--- src/rtl/ipmi_response_checker_defines.svh ---
// Assertion macros shared by the response checker RTL.
// Included by files that carry concurrent checks; no other dependencies.
`ifndef IPMI_RESPONSE_CHECKER_DEFINES_SVH
`define IPMI_RESPONSE_CHECKER_DEFINES_SVH

`ifndef SYNTHESIS

// Same-cycle implication, disabled while in reset
`define IRC_ASSERT_SAME(label, clk, rst_n, ante, cons) \
    label: assert property (@(posedge clk) disable iff (!rst_n) (ante) |-> (cons)) \
        else $error("irc check failed");

// Next-cycle implication, disabled while in reset
`define IRC_ASSERT_NEXT(label, clk, rst_n, ante, cons) \
    label: assert property (@(posedge clk) disable iff (!rst_n) (ante) |=> (cons)) \
        else $error("irc check failed");

`else

`define IRC_ASSERT_SAME(label, clk, rst_n, ante, cons)
`define IRC_ASSERT_NEXT(label, clk, rst_n, ante, cons)

`endif

`endif

--- src/rtl/irc_pkg.sv ---
// Types and constants for the IPMI response checker.
// No dependencies.
`default_nettype none

package irc_pkg;

    // packet kinds
    localparam logic [3:0] KIND_AUTHCAP_V20  = 4'd0;
    localparam logic [3:0] KIND_AUTHCAP      = 4'd1;
    localparam logic [3:0] KIND_CHALLENGE    = 4'd2;
    localparam logic [3:0] KIND_ACTIVATE     = 4'd3;
    localparam logic [3:0] KIND_PRIVILEGE    = 4'd4;
    localparam logic [3:0] KIND_CLOSE        = 4'd5;
    localparam logic [3:0] KIND_CIPHER       = 4'd6;
    localparam logic [3:0] KIND_CHASSIS_STAT = 4'd7;
    localparam logic [3:0] KIND_CHASSIS_CTRL = 4'd8;

    // bit positions in check_enable
    localparam int CHK_SEQ        = 0;
    localparam int CHK_SESSION    = 1;
    localparam int CHK_NETFN      = 2;
    localparam int CHK_RQSEQ      = 3;
    localparam int CHK_CMD        = 4;
    localparam int CHK_COMPLETION = 5;

    localparam logic [5:0] NETFN_CHASSIS_RSP = 6'h01;
    localparam logic [5:0] NETFN_APP_RSP     = 6'h07;
    localparam logic [7:0] CC_SUCCESS        = 8'h00;

    // 9-bit so that an unknown kind matches no command byte
    localparam logic [8:0] CMD_NONE = 9'h100;

    typedef struct packed {
        logic [3:0]  packet_kind;
        logic [31:0] session_seq;
        logic [31:0] session_ident;
        logic [31:0] granted_session;
        logic [5:0]  net_function;
        logic [5:0]  requester_seq;
        logic [5:0]  expected_requester_seq;
        logic [7:0]  command_code;
        logic [7:0]  completion_code;
        logic [5:0]  check_enable;
    } item_t;

    typedef struct packed {
        logic seq_ok;
        logic session_ok;
        logic netfn_ok;
        logic rqseq_ok;
        logic command_ok;
        logic completion_ok;
        logic packet_ok;
    } result_t;

    function automatic logic [8:0] kind_command(input logic [3:0] kind);
        logic [8:0] cmd;
        case (kind)
            KIND_AUTHCAP_V20:  cmd = 9'h038;
            KIND_AUTHCAP:      cmd = 9'h038;
            KIND_CHALLENGE:    cmd = 9'h039;
            KIND_ACTIVATE:     cmd = 9'h03A;
            KIND_PRIVILEGE:    cmd = 9'h03B;
            KIND_CLOSE:        cmd = 9'h03C;
            KIND_CIPHER:       cmd = 9'h054;
            KIND_CHASSIS_STAT: cmd = 9'h001;
            KIND_CHASSIS_CTRL: cmd = 9'h002;
            default:           cmd = CMD_NONE;
        endcase
        return cmd;
    endfunction

endpackage

`default_nettype wire

--- src/rtl/irc_seq_window.sv ---
// Anti-replay sliding window over the 32-bit session sequence number.
// Depends on irc_pkg and ipmi_response_checker_defines.svh.
`default_nettype none
`include "ipmi_response_checker_defines.svh"

module irc_seq_window #(
    parameter int WINDOW = 8
) (
    input  logic        clk,
    input  logic        rst_n,
    input  logic        upd,
    input  logic        enable,
    input  logic [3:0]  kind,
    input  logic [31:0] seq,
    output logic        seq_pass
);

    localparam int SHW = $clog2(WINDOW + 1);

    typedef logic [WINDOW-1:0] bitmap_t;

    logic [31:0]    highest_reg;
    logic [31:0]    highest_next;
    bitmap_t        bitmap_reg;
    bitmap_t        bitmap_next;
    logic [31:0]    ahead;
    logic [31:0]    behind;
    logic [SHW-1:0] ahead_sh;
    logic [SHW-1:0] behind_sh;
    logic           in_ahead;
    logic           in_behind;
    logic           pre_session;
    bitmap_t        ahead_map;
    bitmap_t        behind_bit;
    logic           commit;

    assign commit = upd && enable;

    always_comb
    begin
        ahead       = seq - highest_reg;
        behind      = highest_reg - seq;
        ahead_sh    = ahead[SHW-1:0];
        behind_sh   = SHW'(behind[SHW-1:0] - 1'b1);
        in_ahead    = (ahead <= 32'(WINDOW));
        in_behind   = (behind <= 32'(WINDOW));
        // bit k of the map marks the number k+1 below the highest
        ahead_map   = (bitmap_reg << ahead_sh) | (bitmap_t'(1) << SHW'(ahead_sh - 1'b1));
        behind_bit  = bitmap_t'(1) << behind_sh;
        pre_session = kind inside {irc_pkg::KIND_AUTHCAP_V20, irc_pkg::KIND_AUTHCAP,
                                   irc_pkg::KIND_CHALLENGE, irc_pkg::KIND_CIPHER};

        seq_pass     = 1'b0;
        highest_next = highest_reg;
        bitmap_next  = bitmap_reg;
        if (pre_session)
        begin
            seq_pass = 1'b1;
        end
        else if (kind == irc_pkg::KIND_ACTIVATE)
        begin
            seq_pass     = 1'b1;
            highest_next = seq;
        end
        else if (seq == highest_reg)
        begin
            seq_pass = 1'b0;
        end
        else if (in_ahead)
        begin
            seq_pass     = 1'b1;
            bitmap_next  = ahead_map;
            highest_next = seq;
        end
        else if (in_behind)
        begin
            if ((bitmap_reg & behind_bit) == '0)
            begin
                seq_pass    = 1'b1;
                bitmap_next = bitmap_reg | behind_bit;
            end
        end
    end

    always_ff @(posedge clk or negedge rst_n)
    begin
        if (!rst_n)
        begin
            highest_reg <= '0;
            bitmap_reg  <= '0;
        end
        else if (commit)
        begin
            highest_reg <= highest_next;
            bitmap_reg  <= bitmap_next;
        end
    end

    `IRC_ASSERT_NEXT(a_window_held, clk, rst_n, !commit,
                     $stable(highest_reg) && $stable(bitmap_reg))
    `IRC_ASSERT_SAME(a_duplicate_rejected, clk, rst_n,
                     !pre_session && kind != irc_pkg::KIND_ACTIVATE && seq == highest_reg,
                     !seq_pass)

endmodule

`default_nettype wire

--- config.mk ---
export PLATFORM = sky130hd
export DESIGN_NAME = irc_seq_window
export DESIGN_NICKNAME = d
export VERILOG_FILES = /design/src/rtl/irc_pkg.sv /design/src/rtl/irc_seq_window.sv
export VERILOG_INCLUDE_DIRS = /design/src /design/src/rtl
export SDC_FILE = /design/constraint.sdc
export NUM_CORES = 1
export LEC_CHECK = 0
export BUFFER_PORTS_ARGS = -buffer_cell sky130_fd_sc_hd__buf_2
export CELL_PAD_IN_SITES_DETAIL_PLACEMENT = 1
export CELL_PAD_IN_SITES_GLOBAL_PLACEMENT = 1
export CORE_MARGIN = 2
export CORE_UTILIZATION = 50
export CTS_CLUSTER_SIZE = 24
export DETAILED_ROUTE_END_ITERATION = 8
export PLACE_DENSITY = 0.95
export SYNTH_ARGS = -nofsm -noshare
export SYNTH_HDL_FRONTEND = slang
export SYNTH_SLANG_ARGS = --single-unit
export TNS_END_PERCENT = 50
--- constraint.sdc ---
create_clock -name clk -period 13.35 [get_ports clk]
set_clock_uncertainty 0.05 [all_clocks]
set_input_delay 3.3375 -clock clk [delete_from_list [all_inputs] [get_ports clk]]
set_output_delay 3.3375 -clock clk [all_outputs]
set_load 0.05 [all_outputs]
==> flow_summary.rst, run 1 <==
.. list-table::
   :header-rows: 1

   * - Metric
     - Value
   * - Slew at the pin closest to its max-slew limit
     - 1.01 ns
   * - Distinct cell type count after synthesis
     - 80
   * - Antenna Violating Nets Remaining
     - 0
   * - Commonest non-fill, non-tap cell in the layout
     - sky130_fd_sc_hd__a21oi_1
   * - Largest fanout of any net on the critical path
     - 6
   * - Vert. Die Dim
     - 119 µm
   * - Nature of the critical path endpoint
     - primary output
   * - RSZ-0062 raised after global routing
     - no
   * - Total via count after detailed routing
     - 7346
   * - Final Instance Area
     - 6930 µm²
   * - Clock net sink count
     - 40
   * - Clock slew at the register clock pins of the worst setup and hold paths
     - 0.06 ns
   * - Post-synthesis sequential area ratio
     - 15.2%
   * - CTS H-tree lvls
     - 2
   * - Met1 capacity usage during global routing
     - 44.6%
   * - Synth Area in XOR/XNOR
     - 5.18%
   * - Number of buffers between clock root and the deepest sink
     - 2
   * - Worst-Skew Late Latency
     - 0.31 ns
   * - Number of setup buffers added after CTS
     - 0
   * - Pwr Total
     - 1100 µW
   * - Worst vdd ir
     - 0.0712 mV
   * - Final Worst Setup Slack
     - 2.45 ns
   * - Post-Synth Simple-Gate Area
     - 23.9%
   * - Start-to-end type of the worst setup path
     - in -> out
   * - Area of the core
     - 12700 µm²
   * - Overflow left after global routing
     - 0
   * - Number of nets in the layout
     - 1000
   * - Leakage Power
     - 0.00291 µW
   * - Total power divided by cell area
     - 159 nW/µm²
   * - Syn. warnings
     - 0
   * - Period utilization
     - 81.6%
   * - Required time reported for the critical path endpoint
     - 9.96 ns
   * - Die area
     - 14100 µm²
   * - Area occupied by registers
     - 1000 µm²
   * - Flop-to-flop setup slack
     - 7.81 ns
   * - Post-synth ARST share
     - 100%
   * - Number of placed I/O pins
     - 41
   * - Vias in the first global route
     - 7356
   * - Outcome
     - completed
   * - Layout Cells excl Fill
     - 1069
   * - Final worst path period need
     - 10.90 ns
   * - Cell count after synthesis
     - 894
   * - Largest register FFs
     - 32
   * - DRT iter0 DRCs
     - 854
   * - Achievable Freq
     - 91.8 MHz
   * - Number of vias per cell after detailed routing
     - 6.87
   * - Most instantiated flip-flop cell in the synthesis netlist
     - sky130_fd_sc_hd__dfrtp_1
   * - Final routed DRC violation total
     - 0
   * - HPWL after detailed placement
     - 18.6 mm
   * - Multi-input combinational cell area
     - 5060 µm²
   * - Mux cell area share after synthesis
     - 7.78%
   * - All-Layer GR Usage
     - 34.0%
   * - Cell count after placement
     - 1061
   * - Buffer type at the clock tree root
     - sky130_fd_sc_hd__clkbuf_16
   * - Antenna diode count
     - 0
   * - Area fraction in compound gates after synthesis
     - 27.7%
   * - Fillers
     - 1680
   * - Initial Utilization
     - 51.7%
   * - Horiz. Die Dim
     - 119 µm
   * - Grt peak-use layer
     - met2
   * - Synthesized flop and latch total
     - 40
   * - Maximum capacitance violations
     - 0
   * - Post-CTS Hold Buffers
     - 0
   * - Pre-CTS WS
     - 2.57 ns
   * - Met2 usage
     - 55.6%
   * - Cell row count
     - 41
   * - Arrival time of data at the critical path endpoint
     - 7.51 ns
   * - Main combinational cell family by area after synthesis
     - compound AO/OA/AOI/OAI gates
   * - Antenna violations before repair
     - 0
   * - Total of cells resized after clock tree synthesis
     - 0
   * - Worst slew margin relative to its limit
     - 32.8%
   * - Mean cell area of the mapped netlist
     - 7.36 µm²
   * - Total count of hold-check failures in the final report
     - 0
   * - Port buffer count
     - 40
   * - Post-Synth Adder-Cell Area
     - 12.4%
   * - Iteration count of the initial detailed-routing pass
     - 5
   * - EDFF count, synth
     - 0
   * - Number of pins exceeding their max-slew limit in the final report
     - 0
   * - Setup crit start kind
     - input port
   * - Met3 track demand over resource in global routing
     - 6.61%
   * - Type of the worst min-delay path
     - reg -> reg
   * - Number of buffers created by CTS
     - 5
   * - Highest-count cells in the layout ignoring fill and taps
     - 97 x sky130_fd_sc_hd__a21oi_1, 79 x sky130_fd_sc_hd__inv_1, 72 x sky130_fd_sc_hd__nand2_1, 63 x sky130_fd_sc_hd__nor2_1, 62 x sky130_fd_sc_hd__ha_1
   * - Global-route wire length before repair
     - 39.0 mm
   * - Pin count of the biggest net entering global routing
     - 41
   * - CTS tree
     - built
   * - DR WL/cell
     - 22.2 µm
   * - WL final
     - 23.7 mm
   * - Total nets after synthesis
     - 998
   * - Fraction of final layout cells sized beyond drive strength 1
     - 7.80%
   * - Post-Place Cell Area
     - 6780 µm²
   * - Mapped cell area
     - 6580 µm²
   * - RD Place Congestion
     - 1.05
   * - Area growth from synthesis to final layout
     - 5.33%
   * - Sum Neg Setup Slack
     - 0 ns
   * - Final count of negative-setup-slack endpoints
     - 0
## synth_stat cells, drive strengths merged, types with 4 or more instances
cell type | n | area share, %
a211oi | 15 | 1.8
dfrtp | 40 | 15
xnor2 | 20 | 2.7
o32ai | 5 | 0.67
nor2 | 64 | 3.8
nand2b | 9 | 0.86
nand3 | 16 | 1.2
nand4b | 4 | 0.53
nand4 | 27 | 2.6
nor3 | 22 | 1.8
xor2 | 18 | 2.5
o21ai | 59 | 4.5
nor2b | 7 | 0.67
a2111oi | 6 | 0.80
o21a | 12 | 1.4
nor4 | 9 | 0.86
ha | 62 | 12
or3 | 14 | 1.3
and2 | 7 | 0.70
or4 | 5 | 0.63
a21oi | 99 | 7.6
o211ai | 11 | 1.3
o311ai | 5 | 0.67
a21o | 14 | 1.6
o2111ai | 10 | 1.3
and4 | 6 | 0.84
buf | 17 | 1.7
o21bai | 9 | 1.0
a31oi | 6 | 0.57
clkbuf | 29 | 1.7
nand2 | 73 | 4.2
inv | 79 | 4.5
and3 | 11 | 1.0
o31ai | 5 | 0.57
nor4b | 4 | 0.76
mux2i | 41 | 6.2
nand3b | 5 | 0.57
## path summary, 6_finish.rpt
kind | start | endpoint | cells after the start
max | seq[0] | seq_pass | 15
min | highest_reg[15] | highest_reg[15] | 2
max reg2reg | highest_reg[18] | highest_reg[31] | 13
min reg2reg | highest_reg[15] | highest_reg[15] | 2
max in group asynchronous | rst_n | highest_reg[21] | 1
min in group asynchronous | rst_n | highest_reg[8] | 1
## layout make-up
type	instances	share of cell area, %
tap	172	3.11
timing repair buffer	41	3.00
inverter	79	4.28
clock buffer	8	2.11
multi-input combinational	729	73.0
sequential	40	14.5
## where the power goes
part	leakage [µW]	switching [µW]	internal [µW]
sequential	0.000472	15.0	145
clock	0.0000712	57.4	74.9
combinational	0.00236	541	268
## per-stage QoR
step | utilization [%] | hold WS, ns
floorplan | - | 0.469
finish | 54.4 | 0.501
detailed placement | 53.3 | 0.492
global route | 54.4 | 0.532
CTS | 54.4 | 0.507
global placement | 53.3 | 0.486
## kinds of logic after synthesis
logic type      after synthesis
compound gates              285
xor+xnor                     38
fa+ha+maj                    64
buf+inv                     125
flops                        40
mux                          47
simple gates                295
## worst max-delay path, stage by stage
cell                        delay, ns
sky130_fd_sc_hd__buf_2           0.11
sky130_fd_sc_hd__ha_1            0.24
sky130_fd_sc_hd__fa_1            0.44
sky130_fd_sc_hd__nand2b_1        0.20
sky130_fd_sc_hd__a211oi_1        0.39
sky130_fd_sc_hd__o21ai_0         0.25
sky130_fd_sc_hd__o21ai_1         0.54
sky130_fd_sc_hd__a21boi_0        0.27
sky130_fd_sc_hd__o21bai_1        0.21
sky130_fd_sc_hd__xor2_1          0.12
sky130_fd_sc_hd__or4_1           0.53
sky130_fd_sc_hd__a2111oi_0       0.38
sky130_fd_sc_hd__a21oi_1         0.12
sky130_fd_sc_hd__nand2_1         0.10
sky130_fd_sc_hd__buf_2           0.26
## routing by layer
metal	part of all wire [%]	routed length [µm]
met1	42	9900
met2	46	11000
met3	7.8	1860
met4	4.1	961
met5	0	0
(Power assumes the default switching activity.)
==> run 2: changes to the inputs <==
--- a/config.mk
+++ b/config.mk
@@ -6,14 +6,15 @@
 export SDC_FILE = /design/constraint.sdc
 export NUM_CORES = 1
 export LEC_CHECK = 0
+export ABC_AREA = 1
 export BUFFER_PORTS_ARGS = -buffer_cell sky130_fd_sc_hd__buf_2
 export CELL_PAD_IN_SITES_DETAIL_PLACEMENT = 1
 export CELL_PAD_IN_SITES_GLOBAL_PLACEMENT = 1
 export CORE_MARGIN = 2
-export CORE_UTILIZATION = 50
+export CORE_UTILIZATION = 42
 export CTS_CLUSTER_SIZE = 24
 export DETAILED_ROUTE_END_ITERATION = 8
-export PLACE_DENSITY = 0.95
+export PLACE_DENSITY = 0.93
 export SYNTH_ARGS = -nofsm -noshare
 export SYNTH_HDL_FRONTEND = slang
 export SYNTH_SLANG_ARGS = --single-unit
==> constraint.sdc (replaced) <==
create_clock -name clk -period 10.8 [get_ports clk]
set_clock_uncertainty 0.05 [all_clocks]
set_input_delay 2.7 -clock clk [delete_from_list [all_inputs] [get_ports clk]]
set_output_delay 2.7 -clock clk [all_outputs]
set_load 0.05 [all_outputs]
==> run 2 against run 1 <==
Core utilization is 9.1 points lower. Register-to-register slack worse by 1.5 ns. Via count is 34% higher. Sequential cell count stayed put. Routed wire length is 36% higher. Critical path depth is 3 higher. Cell area is 21% higher. Clock-buffer cell count is 2 lower. Clock power is 43% higher. First-iteration DRC count is 18% lower. Non-clock buffer count is 1 higher. Cell count is 71% higher. Largest cell class unchanged.
==> flow_summary.rst, run 2 <==
.. list-table::
   :header-rows: 1

   * - Metric
     - Value
   * - Worst vdd ir
     - 0.0599 mV (was 0.0712 mV)
   * - Vert. Die Dim
     - 141 µm (was 119 µm)
   * - Total of cells resized after clock tree synthesis
     - 0 (unchanged)
   * - Final count of negative-setup-slack endpoints
     - 0 (unchanged)
   * - Iteration count of the initial detailed-routing pass
     - 5 (unchanged)
   * - Most instantiated flip-flop cell in the synthesis netlist
     - sky130_fd_sc_hd__dfrtp_1 (unchanged)
   * - Total nets after synthesis
     - 1669 (was 998)
   * - Achievable Freq
     - 116 MHz
   * - Flop-to-flop setup slack
     - 6.28 ns (was 7.81 ns)
   * - Distinct cell type count after synthesis
     - 36 (was 80)
   * - Final worst path period need
     - 8.65 ns
   * - Max incr delay on CP
     - 0.52 ns (was 0.54 ns)
   * - Leakage Power
     - 0.00544 µW (was 0.00291 µW)
   * - Number of nets in the layout
     - 1695 (was 1000)
   * - Mapped cell area
     - 7860 µm² (was 6580 µm²)
   * - Post-Synth Simple-Gate Area
     - 55.0% (was 23.9%)
   * - Post-synth ARST share
     - 100% (unchanged)
   * - Outcome
     - completed (unchanged)
   * - Total count of hold-check failures in the final report
     - 0 (unchanged)
   * - Cell with the most instances after synthesis
     - sky130_fd_sc_hd__nand2_1 (was sky130_fd_sc_hd__a21oi_1)
   * - Fraction of final layout cells sized beyond drive strength 1
     - 4.46% (was 7.80%)
   * - Number of vias per cell after detailed routing
     - 5.38 (was 6.87)
   * - Horiz. Die Dim
     - 141 µm (was 119 µm)
   * - Antenna Violating Nets Remaining
     - 0 (unchanged)
   * - Mux cell area share after synthesis
     - 0% (was 7.78%)
   * - Buffer type at the clock tree root
     - sky130_fd_sc_hd__clkbuf_16 (unchanged)
   * - Number of buffers between clock root and the deepest sink
     - 2 (unchanged)
   * - Syn. warnings
     - 0 (unchanged)
   * - Largest fanout of any net on the critical path
     - 10 (was 6)
   * - CTS H-tree lvls
     - 2 (unchanged)
   * - Post-synthesis sequential area ratio
     - 12.7% (was 15.2%)
   * - Fillers
     - 2919 (was 1680)
   * - Worst-Skew Late Latency
     - 0.31 ns (about the same)
   * - EDFF count, synth
     - 0 (unchanged)
   * - All-Layer GR Usage
     - 32.5% (was 34.0%)
   * - Period utilization
     - 80.1%
   * - Maximum capacitance violations
     - 0 (unchanged)
   * - Synth Area in XOR/XNOR
     - 0.223% (was 5.18%)
   * - RD Place Congestion
     - 1.03 (was 1.05)
   * - Final routed DRC violation total
     - 0 (unchanged)
   * - Total via count after detailed routing
     - 9815 (was 7346)
   * - Top cells by instance count after synthesis
     - 726 x sky130_fd_sc_hd__nand2_1, 311 x sky130_fd_sc_hd__inv_1, 152 x sky130_fd_sc_hd__nand3_1, 111 x sky130_fd_sc_hd__nor2_1, 62 x sky130_fd_sc_hd__ha_1 (was 97 x sky130_fd_sc_hd__a21oi_1, 79 x sky130_fd_sc_hd__inv_1, 72 x sky130_fd_sc_hd__nand2_1, 63 x sky130_fd_sc_hd__nor2_1, 62 x sky130_fd_sc_hd__ha_1)
   * - Antenna violations before repair
     - 0 (unchanged)
   * - Setup crit start kind
     - input port (unchanged)
   * - Commonest non-fill, non-tap cell in the layout
     - sky130_fd_sc_hd__nand2_1 (was sky130_fd_sc_hd__a21oi_1)
   * - Slew at the pin closest to its max-slew limit
     - 1.04 ns (was 1.01 ns)
   * - Area growth from synthesis to final layout
     - 6.85% (was 5.33%)
   * - Clock slew at the register clock pins of the worst setup and hold paths
     - 0.07 ns (was 0.06 ns)
   * - Synthesized flop and latch total
     - 40 (unchanged)
   * - Nature of the critical path endpoint
     - primary output (unchanged)
   * - HPWL after detailed placement
     - 27.4 mm (was 18.6 mm)
   * - Final core utilization
     - 45.3% (was 54.4%)
   * - Clock net sink count
     - 40 (unchanged)
   * - DR WL/cell
     - 17.6 µm (was 22.2 µm)
   * - Cell count after synthesis
     - 1565 (was 894)
   * - Post-Place Cell Area
     - 8230 µm² (was 6780 µm²)
   * - RSZ-0062 raised after global routing
     - no (unchanged)
   * - Final Instance Area
     - 8390 µm² (was 6930 µm²)
   * - Worst slew margin relative to its limit
     - 30.0% (was 32.8%)
   * - Port buffer count
     - 40 (unchanged)
   * - Required time reported for the critical path endpoint
     - 8.05 ns (was 9.96 ns)
   * - Overflow left after global routing
     - 0 (unchanged)
   * - Main combinational cell family by area after synthesis
     - simple AND/OR/NAND/NOR gates (was compound AO/OA/AOI/OAI gates)
   * - DRT iter0 DRCs
     - 704 (was 854)
   * - CTS tree
     - built (unchanged)
   * - Vias in the first global route
     - 9771 (was 7356)
   * - Highest-delay cell along the critical path
     - sky130_fd_sc_hd__ha_1 (was sky130_fd_sc_hd__o21ai_1)
   * - Pin count of the biggest net entering global routing
     - 41 (unchanged)
   * - Post-Synth Adder-Cell Area
     - 10.4% (was 12.4%)
   * - Die area
     - 19800 µm² (was 14100 µm²)
   * - Global-route wire length before repair
     - 50.6 mm (was 39.0 mm)
   * - Most used cell along the critical path
     - sky130_fd_sc_hd__nand2_1 (was sky130_fd_sc_hd__buf_2)
   * - Arrival time of data at the critical path endpoint
     - 5.90 ns (was 7.51 ns)
   * - Number of placed I/O pins
     - 41 (unchanged)
   * - Start-to-end type of the worst setup path
     - in -> out (unchanged)
   * - Number of pins exceeding their max-slew limit in the final report
     - 0 (unchanged)
   * - Area of the core
     - 18500 µm² (was 12700 µm²)
   * - Proportion of netlist area held by the largest area contributor
     - 34.7% (was 15.2%)
   * - Mean cell area of the mapped netlist
     - 5.02 µm² (was 7.36 µm²)
   * - Area leader, netlist
     - sky130_fd_sc_hd__nand2_1 (was sky130_fd_sc_hd__dfrtp_1)
   * - Post-CTS Hold Buffers
     - 0 (unchanged)
   * - Cell row count
     - 50 (was 41)
   * - Number of setup buffers added after CTS
     - 0 (unchanged)
   * - Area fraction in compound gates after synthesis
     - 4.86% (was 27.7%)
   * - Highest-count cells in the layout ignoring fill and taps
     - 726 x sky130_fd_sc_hd__nand2_1, 311 x sky130_fd_sc_hd__inv_1, 152 x sky130_fd_sc_hd__nand3_1, 111 x sky130_fd_sc_hd__nor2_1, 62 x sky130_fd_sc_hd__ha_1 (was 97 x sky130_fd_sc_hd__a21oi_1, 79 x sky130_fd_sc_hd__inv_1, 72 x sky130_fd_sc_hd__nand2_1, 63 x sky130_fd_sc_hd__nor2_1, 62 x sky130_fd_sc_hd__ha_1)
   * - Type of the worst min-delay path
     - reg -> reg (unchanged)
   * - Total power divided by cell area
     - 143 nW/µm² (was 159 nW/µm²)
   * - WL final
     - 32.2 mm (was 23.7 mm)
   * - Largest register FFs
     - 32 (unchanged)
   * - Number of buffers created by CTS
     - 5 (unchanged)
   * - Pwr Total
     - 1200 µW (was 1100 µW)
   * - Sum Neg Setup Slack
     - 0 ns (unchanged)
   * - Main area contributors after synthesis
     - sky130_fd_sc_hd__nand2_1 35%, sky130_fd_sc_hd__inv_1 15%, sky130_fd_sc_hd__dfrtp_1 13% (was sky130_fd_sc_hd__dfrtp_1 15%, sky130_fd_sc_hd__ha_1 12%, sky130_fd_sc_hd__a21oi_1 7.4%)
   * - Antenna diode count
     - 0 (unchanged)
   * - Initial Utilization
     - 42.4% (was 51.7%)
   * - Cells along the critical path
     - buf_2 > inv_1 > ha_1 > nand2_1 > nor2_1 > nand2_1 > nor2_1 > nand2_1 > nand3_1 > nand2_1 > nand2_1 > nand2_1 > nor2_1 > nand2_1 > nor2_4 > nand3_2 > nand4_1 > buf_2 (was buf_2 > ha_1 > fa_1 > nand2b_1 > a211oi_1 > o21ai_0 > o21ai_1 > a21boi_0 > o21bai_1 > xor2_1 > or4_1 > a2111oi_0 > a21oi_1 > nand2_1 > buf_2)
==> run 2: cell count changes after synthesis, moves of 20 or more <==
cell | previous run | this run
sky130_fd_sc_hd__a21oi_1 | 97 | 45
sky130_fd_sc_hd__clkbuf_1 | 29 | 6
sky130_fd_sc_hd__inv_1 | 79 | 311
sky130_fd_sc_hd__mux2i_1 | 41 | 0
sky130_fd_sc_hd__nand2_1 | 72 | 726
sky130_fd_sc_hd__nand3_1 | 16 | 152
sky130_fd_sc_hd__nor2_1 | 63 | 111
sky130_fd_sc_hd__nor3_1 | 21 | 1
sky130_fd_sc_hd__o21ai_0 | 52 | 13
==> run 2: worst max-delay path: cells and delay by family <==
kind / cells / cell delay [ns]
buffers and inverters: 3 / 0.42
adders and majority gates: 1 / 0.52
and+or+nand+nor: 14 / 2.24
==> run 2: layer usage <==
| metal | vias to the layer above | part of all wire, % | track usage, % |
|---|---|---|---|
| met5 | - | 0 | 0 |
| met2 | 331 | 45 | 54.8 |
| li1 | 4781 | - | - |
| met3 | 73 | 6.4 | 4.11 |
| met4 | 0 | 3.6 | 11.1 |
| met1 | 4630 | 45 | 43.1 |
==> run 2: logic make-up (layout without fill, tap and decap cells) <==
kind of cell,after synthesis,count (layout)
simple gates,1050,1050
buf+inv,339,366
compound gates,70,70
fa+ha+maj,64,64
flops,40,40
xor+xnor,2,2
==> run 2: report_power, final <==
group          total (µW)  switching [µW]  internal [µW]
clock                 189            79.2            109
combinational         827             594            233
sequential            187            17.4            170
total                1200             690            513
==> run 2: cell type report <==
type | instances | area, µm² | area share (%)
Sequential cell | 40 | 1000 | 11.9
Tap cell | 234 | 293 | 3.49
Inverter | 316 | 1190 | 14.1
Timing Repair Buffer | 42 | 215 | 2.56
Multi-Input combinational cell | 1186 | 5540 | 65.9
Clock inverter | 2 | 35.0 | 0.417
Clock buffer | 6 | 129 | 1.54
==> run 2: worst paths after layout <==
check,from,end,cells past startpoint
setup / recovery,seq[14],seq_pass,18
hold / removal,bitmap_reg[7],bitmap_reg[7],2
setup reg to reg,highest_reg[14],highest_reg[18],19
hold reg to reg,bitmap_reg[7],bitmap_reg[7],2
max in group asynchronous,rst_n,highest_reg[28],1
min in group asynchronous,rst_n,highest_reg[16],1
==> run 2: through the flow <==
stage	worst slack, ns	hold slack [ns]	instances
final	2.15	0.445	1826
after global routing	1.94	0.473	1826
after CTS	2.22	0.447	1826
after detailed placement	2.23	0.429	1818
after global placement	2.28	0.423	1818
after floorplan	2.87	0.399	1565
